--- config.mk ---
export PLATFORM = sky130hd
export DESIGN_NAME = dynamic_priority_scheduler
export DESIGN_NICKNAME = d
export VERILOG_FILES = /design/src/dps_pkg.sv /design/src/dps_cell.sv /design/src/dynamic_priority_scheduler.sv
export SDC_FILE = /design/constraint.sdc
export NUM_CORES = 2
export LEC_CHECK = 0
export ABC_CLOCK_PERIOD_IN_PS = 19700
export BUFFER_PORTS_ARGS = -buffer_cell sky130_fd_sc_hd__buf_4
export CORE_AREA = 3 3 335 337
export DETAILED_ROUTE_END_ITERATION = 7
export DIE_AREA = 0 0 338 340
export PLACE_DENSITY = 0.71
export SLEW_MARGIN = 0
export SYNTH_ARGS = -nofsm -noshare
export SYNTH_HDL_FRONTEND = slang
export SYNTH_SLANG_ARGS = --single-unit
--- constraint.sdc ---
create_clock -name clk -period 19.7 [get_ports clk]
set_input_delay 3.94 -clock clk [delete_from_list [all_inputs] [get_ports clk]]
set_output_delay 3.94 -clock clk [all_outputs]
set_load 0.02 [all_outputs]
--- src/dps_pkg.sv ---
// Package: shared types and constants for the dynamic priority scheduler.
package dps_pkg;

    localparam int QUEUE_DEPTH = 16;
    localparam int CNT_W = $clog2(QUEUE_DEPTH + 1);

    typedef enum logic [2:0] {
        ST_ADMITTED  = 3'd0,
        ST_FULL      = 3'd1,
        ST_ZERO_NEED = 3'd2,
        ST_REQUEUED  = 3'd3,
        ST_FINISHED  = 3'd4,
        ST_IDLE      = 3'd5
    } status_t;

    typedef enum logic {
        KIND_ADMIT = 1'b0,
        KIND_TICK  = 1'b1
    } kind_t;

    typedef enum logic [1:0] {
        CELL_HOLD,
        CELL_INSERT,
        CELL_POP
    } cell_op_t;

    typedef enum logic {
        S_READY,
        S_REQUEUE
    } state_t;

    typedef struct packed {
        logic [7:0]         id;
        logic signed [15:0] prio;
        logic [15:0]        need;
        logic [15:0]        elapsed;
    } entry_t;

    typedef struct packed {
        cell_op_t op;
        entry_t   ent;
    } cell_cmd_t;

endpackage

--- src/dps_cell.sv ---
// One slot of the sorted ready queue: holds an entry, shifts left or right.
module dps_cell
    import dps_pkg::*;
(
    input  logic      clk,
    input  cell_cmd_t cmd,
    input  entry_t    left_entry,
    input  entry_t    right_entry,
    input  logic      prev_stays,
    input  logic      occupied,
    output entry_t    entry,
    output logic      stays
);

    entry_t entry_reg;
    entry_t entry_next;

    assign stays = occupied && ($signed(entry_reg.prio) >= $signed(cmd.ent.prio));
    assign entry = entry_reg;

    always_comb
    begin
        entry_next = entry_reg;
        unique case (cmd.op)
            CELL_INSERT:
            begin
                if (!stays)
                begin
                    entry_next = prev_stays ? cmd.ent : left_entry;
                end
            end
            CELL_POP:
            begin
                entry_next = right_entry;
            end
            default:
            begin
                entry_next = entry_reg;
            end
        endcase
    end

    always_ff @(posedge clk)
    begin
        entry_reg <= entry_next;
    end

endmodule

--- src/dynamic_priority_scheduler.sv ---
// Top level: ready queue with priority aging built from a chain of cells.
//
//  channel  | handshake                   | fields
//  ---------+-----------------------------+------------------------------------------
//  item     | item_valid / item_stall     | kind, process_id, priority_req, need_time
//  result   | result_valid / result_stall | status, ran_id, ran_priority, ran_elapsed,
//           |                             | queue_count
//
// For an admit word every cell compares and shifts in the same edge.
// A tick word that finishes its process or finds the queue empty stays in S_READY;
// a requeued one pops in S_READY and does the sorted reinsert in S_REQUEUE.
// One result word per item word, held in an output register until taken.
// A stalled result holds item_stall high; reset empties the queue at once.
module dynamic_priority_scheduler
    import dps_pkg::*;
(
    input  logic               clk,
    input  logic               rst_n,
    input  logic               item_valid,
    output logic               item_stall,
    input  logic               kind,
    input  logic [7:0]         process_id,
    input  logic signed [15:0] priority_req,
    input  logic [15:0]        need_time,
    output logic               result_valid,
    input  logic               result_stall,
    output logic [2:0]         status,
    output logic [7:0]         ran_id,
    output logic signed [15:0] ran_priority,
    output logic [15:0]        ran_elapsed,
    output logic [4:0]         queue_count
);

    state_t             state_reg, state_next;
    logic [CNT_W-1:0]   count_reg, count_next;
    entry_t             hold_reg, hold_next;
    logic               result_valid_reg, result_valid_next;
    status_t            status_reg, status_next;
    logic [7:0]         ran_id_reg, ran_id_next;
    logic signed [15:0] ran_priority_reg, ran_priority_next;
    logic [15:0]        ran_elapsed_reg, ran_elapsed_next;
    logic [CNT_W-1:0]   queue_count_reg, queue_count_next;

    cell_cmd_t          cmd;
    entry_t             cell_q [QUEUE_DEPTH];
    logic               cell_stays [QUEUE_DEPTH];
    logic               out_free;
    logic               accept;
    entry_t             head;
    logic [15:0]        head_el;

    genvar gi;
    generate
        for (gi = 0; gi < QUEUE_DEPTH; gi++)
        begin : g_cell
            entry_t left_e;
            entry_t right_e;
            logic   prev_s;
            logic   occ;
            if (gi == 0)
            begin : g_first
                assign left_e = cmd.ent;
                assign prev_s = 1'b1;
            end
            else
            begin : g_rest
                assign left_e = cell_q[gi-1];
                assign prev_s = cell_stays[gi-1];
            end
            if (gi == QUEUE_DEPTH - 1)
            begin : g_last
                assign right_e = cell_q[gi];
            end
            else
            begin : g_mid
                assign right_e = cell_q[gi+1];
            end
            assign occ = (count_reg > CNT_W'(gi));
            dps_cell u_cell (
                .clk         (clk),
                .cmd         (cmd),
                .left_entry  (left_e),
                .right_entry (right_e),
                .prev_stays  (prev_s),
                .occupied    (occ),
                .entry       (cell_q[gi]),
                .stays       (cell_stays[gi])
            );
        end
    endgenerate

    assign out_free   = !result_valid_reg || !result_stall;
    assign item_stall = (state_reg != S_READY) || !out_free;
    assign accept     = item_valid && !item_stall;
    assign head       = cell_q[0];
    assign head_el    = head.elapsed + 16'd1;

    assign result_valid = result_valid_reg;
    assign status       = status_reg;
    assign ran_id       = ran_id_reg;
    assign ran_priority = ran_priority_reg;
    assign ran_elapsed  = ran_elapsed_reg;
    assign queue_count  = 5'(queue_count_reg);

    always_comb
    begin
        state_next        = state_reg;
        count_next        = count_reg;
        hold_next         = hold_reg;
        result_valid_next = result_valid_reg && result_stall;
        status_next       = status_reg;
        ran_id_next       = ran_id_reg;
        ran_priority_next = ran_priority_reg;
        ran_elapsed_next  = ran_elapsed_reg;
        queue_count_next  = queue_count_reg;
        cmd.op            = CELL_HOLD;
        cmd.ent.id        = process_id;
        cmd.ent.prio      = priority_req;
        cmd.ent.need      = need_time;
        cmd.ent.elapsed   = 16'd0;

        unique case (state_reg)
            S_READY:
            begin
                if (accept)
                begin
                    result_valid_next = 1'b1;
                    ran_id_next       = 8'd0;
                    ran_priority_next = 16'sd0;
                    ran_elapsed_next  = 16'd0;
                    queue_count_next  = count_reg;
                    if (kind == KIND_ADMIT)
                    begin
                        if (count_reg == CNT_W'(QUEUE_DEPTH))
                        begin
                            status_next = ST_FULL;
                        end
                        else if (need_time == 16'd0)
                        begin
                            status_next = ST_ZERO_NEED;
                        end
                        else
                        begin
                            cmd.op           = CELL_INSERT;
                            status_next      = ST_ADMITTED;
                            count_next       = count_reg + CNT_W'(1);
                            queue_count_next = count_reg + CNT_W'(1);
                        end
                    end
                    else if (count_reg == '0)
                    begin
                        status_next = ST_IDLE;
                    end
                    else
                    begin
                        cmd.op            = CELL_POP;
                        count_next        = count_reg - CNT_W'(1);
                        ran_id_next       = head.id;
                        ran_priority_next = head.prio;
                        ran_elapsed_next  = head_el;
                        hold_next.id      = head.id;
                        hold_next.need    = head.need;
                        hold_next.elapsed = head_el;
                        hold_next.prio    = (head.prio == 16'sh8000) ? head.prio
                                                                    : head.prio - 16'sd1;
                        if (head_el == head.need)
                        begin
                            status_next      = ST_FINISHED;
                            queue_count_next = count_reg - CNT_W'(1);
                        end
                        else
                        begin
                            status_next = ST_REQUEUED;
                            state_next  = S_REQUEUE;
                        end
                    end
                end
            end
            S_REQUEUE:
            begin
                cmd.op     = CELL_INSERT;
                cmd.ent    = hold_reg;
                count_next = count_reg + CNT_W'(1);
                state_next = S_READY;
            end
            default:
            begin
                state_next = S_READY;
            end
        endcase
    end

    always_ff @(posedge clk or negedge rst_n)
    begin
        if (!rst_n)
        begin
            state_reg        <= S_READY;
            count_reg        <= '0;
            result_valid_reg <= 1'b0;
        end
        else
        begin
            state_reg        <= state_next;
            count_reg        <= count_next;
            result_valid_reg <= result_valid_next;
        end
    end

    always_ff @(posedge clk)
    begin
        hold_reg         <= hold_next;
        status_reg       <= status_next;
        ran_id_reg       <= ran_id_next;
        ran_priority_reg <= ran_priority_next;
        ran_elapsed_reg  <= ran_elapsed_next;
        queue_count_reg  <= queue_count_next;
    end

endmodule

==> flow_summary.ini <==
[timing]
finalSetupTns_ns = 0
fmax_ghz = 0.111
slew_headroom = 0.161
post-route-min-period_ns = 9.00
fin_crit_sh = 0.457
skew_ns = 0.0342
worstMarginPinSlew_ns = 1.26
slew_viol_final = 0
hold_violations = 0
setup_viol = 0
rsz0062_at_grt = no

[power]
p_total_uw = 10400
ir_drop_mv = 0.173
leakage_uw = 0.0220
cellPowerDensity_nw_per_um2 = 171

[synth]
ys_async_sr_fraction = 0.00695
avgSynthCellArea_um2 = 10.5
synth_cells = 5307
seq_area_frac_synth = 0.541
synth-seq-cells = 1007
yosys_warnings = 0
synth_edf_count = 1000
synth_ff_type = edfxtp_1
yosysUniqueCellTypes = 79
synth_fp_nets = 5616
netlist_area_um2 = 55900

[place]
dp_cells = 6536
gp_congestion = 0.990
portBuffers = 94
post-dp-hpwl_mm = 116

[clock_tree]
cts.sinks = 1007
cts_hold_buf = 0
cts_setup_buffers = 0
numCtsBuffers = 104
htreeDepth = 3
clock_latency_ns = 0.72
clk_pin_slew_ns = 0.06
clock_path_buffers = 3
cts-resized-gates = 0
cts_tree = yes
cts_root_buf = clkbuf_16

[drt]
routed_wl_mm = 186
firstDrtPassIters = 7
drc = 0
viasPerCell = 6.57
num_vias = 44200
detail-route-antenna-nets = 0
wire_per_inst_um = 27.7
initialDrtViolationCount = 6303

[worst_setup_path]
r2r_start = count_reg[1]$_DFFE_PN0P_
startpoint = kind
critPathCaptureType = flop
slowest_stage = buf_4
worstSetupPathType = in -> reg
arrival_ns = 9.43
cp_cell_sequence = buf_4, inv_1, nor2_1, nand2_4, inv_8, buf_4, buf_12, buf_4, o21ai_0
critPathMaxFanout = 223
cp-start-kind = primary input
crit_path_max_incr_delay_ns = 0.88
required_ns = 20.12
cpMostUsedCell = buf_4

[grt]
grt_pass1_vias = 41100
grt_pass1_wl_mm = 272
antenna_found_initial = 3
grt_max_degree = 224
grt_overflow = 0
grt.total_usage = 0.317

[floorplanning]
core_um2 = 109000
die-area_um2 = 115000
die_w_um = 338
rows = 121
initial_core_util = 0.512
dieHeight_um = 340
io_pins = 95

[run_status]
outcome = finished, final reports clean

[layout]
final_nets = 5475
fin_cells = 6725
largest_register_ffs = 896
final_cell_mix = edfxtp_1 (1000), nand2_1 (859), o21ai_0 (637)
fillers = 9247
syn2layout_area_growth_pct = 8.89
final_common_cell = edfxtp_1
drive_gt1_frac = 0.0986

[min_path]
hold_path.class = reg -> reg
min-delay-start = g_cell[0].u_cell.entry[53]$_DFFE_PP_

[job]
drv_cap = 0
## worst max-delay path, delay by kind of cell
kind / cells / cell delay, ns
buf+inv: 6 / 3.64
simple gates: 2 / 1.07
compound gates: 1 / 0.25
## Yosys cell counts, types with 5 or more instances
cell type,number,share of area
edfxtp_1,1000,0.54
nand2_1,868,0.058
o21ai_0,648,0.058
nor2_1,377,0.025
mux2i_1,330,0.059
clkbuf_1,298,0.020
a21oi_1,276,0.025
ha_1,264,0.059
nand3_1,225,0.020
o211ai_1,209,0.028
mux2_2,94,0.019
buf_2,82,0.0073
nand4_1,60,0.0067
inv_1,54,0.0036
a31o_2,48,0.0075
a21o_1,46,0.0062
and3_1,40,0.0045
nor3_1,37,0.0033
and2_1,27,0.0030
buf_1,25,0.0017
nor2b_1,23,0.0026
xnor2_1,21,0.0033
a221o_1,20,0.0036
nor4_1,19,0.0021
xor2_1,19,0.0030
a22oi_1,17,0.0023
o21a_1,16,0.0022
and4_1,13,0.0020
nand2b_1,12,0.0013
o22ai_1,11,0.0012
buf_4,10,0.0013
a211oi_1,7,0.00094
dfrtp_1,7,0.0031
or3_1,7,0.00078
a31oi_1,6,0.00067
a221oi_1,5,0.00078
o21ai_1,5,0.00045
or4_1,5,0.00067
## through the flow
stage | setup WS (ns) | util | hold slack (ns) | instance area (um2)
6_report | 10.70 | 0.557 | 0.486 | 60800
5_1_grt | 10.36 | 0.557 | 0.510 | 60800
4_1_cts | 11.01 | 0.557 | 0.486 | 60800
3_5_place_dp | 10.24 | 0.528 | 0.472 | 57600
3_3_place_gp | 10.30 | 0.528 | 0.457 | 57600
2_1_floorplan | 8.61 | - | 0.441 | 55900
## routing by layer
metal | vias to the layer above | wire (um) | track usage
met5 | - | 12 | 0
met1 | 21500 | 73300 | 0.444
met3 | 531 | 20700 | 0.0622
met2 | 2796 | 80100 | 0.462
met4 | 2 | 11900 | 0.176
li1 | 19400 | - | -
## cell type report
cell class,instances,area [um2],area share
clock inverter,56,495,0.00814
inverter,56,218,0.00358
tap,1476,1850,0.0304
clock buffer,130,2740,0.0450
antenna,3,7.51,0.000123
sequential,1007,30200,0.497
timing repair buffer,176,1350,0.0221
multi-input combinational,3821,24000,0.394
## final timing paths
check                                                  endpoint  slack (ns)  depth (start not counted)
max                        g_cell[4].u_cell.entry[23]$_DFFE_PP_       10.70                          9
min                                      hold_reg[53]$_DFFE_PP_        0.49                          0
max reg2reg                g_cell[4].u_cell.entry[23]$_DFFE_PP_       13.15                         10
min reg2reg                              hold_reg[53]$_DFFE_PP_        0.49                          0
max in group asynchronous                   state_reg$_DFF_PN0_       16.49                          1
min in group asynchronous                   state_reg$_DFF_PN0_        3.04                          1
## power breakdown
part           switching (uW)  internal (uW)  leakage [uW]
sequential                538           3550       0.00956
clock                     876           1070       0.00158
combinational            2980           1400        0.0108
## logic make-up after synthesis
family	after synthesis	synth area share
flip-flops	1007	0.541
AO/OA/AOI/OAI	1350	0.142
adder cells (fa/ha/maj)	264	0.0591
AND/OR/NAND/NOR	1739	0.135
multiplexers	424	0.0781
buffers and inverters	479	0.0363
XOR/XNOR	44	0.00800
Power figures use the tool's default switching activity.
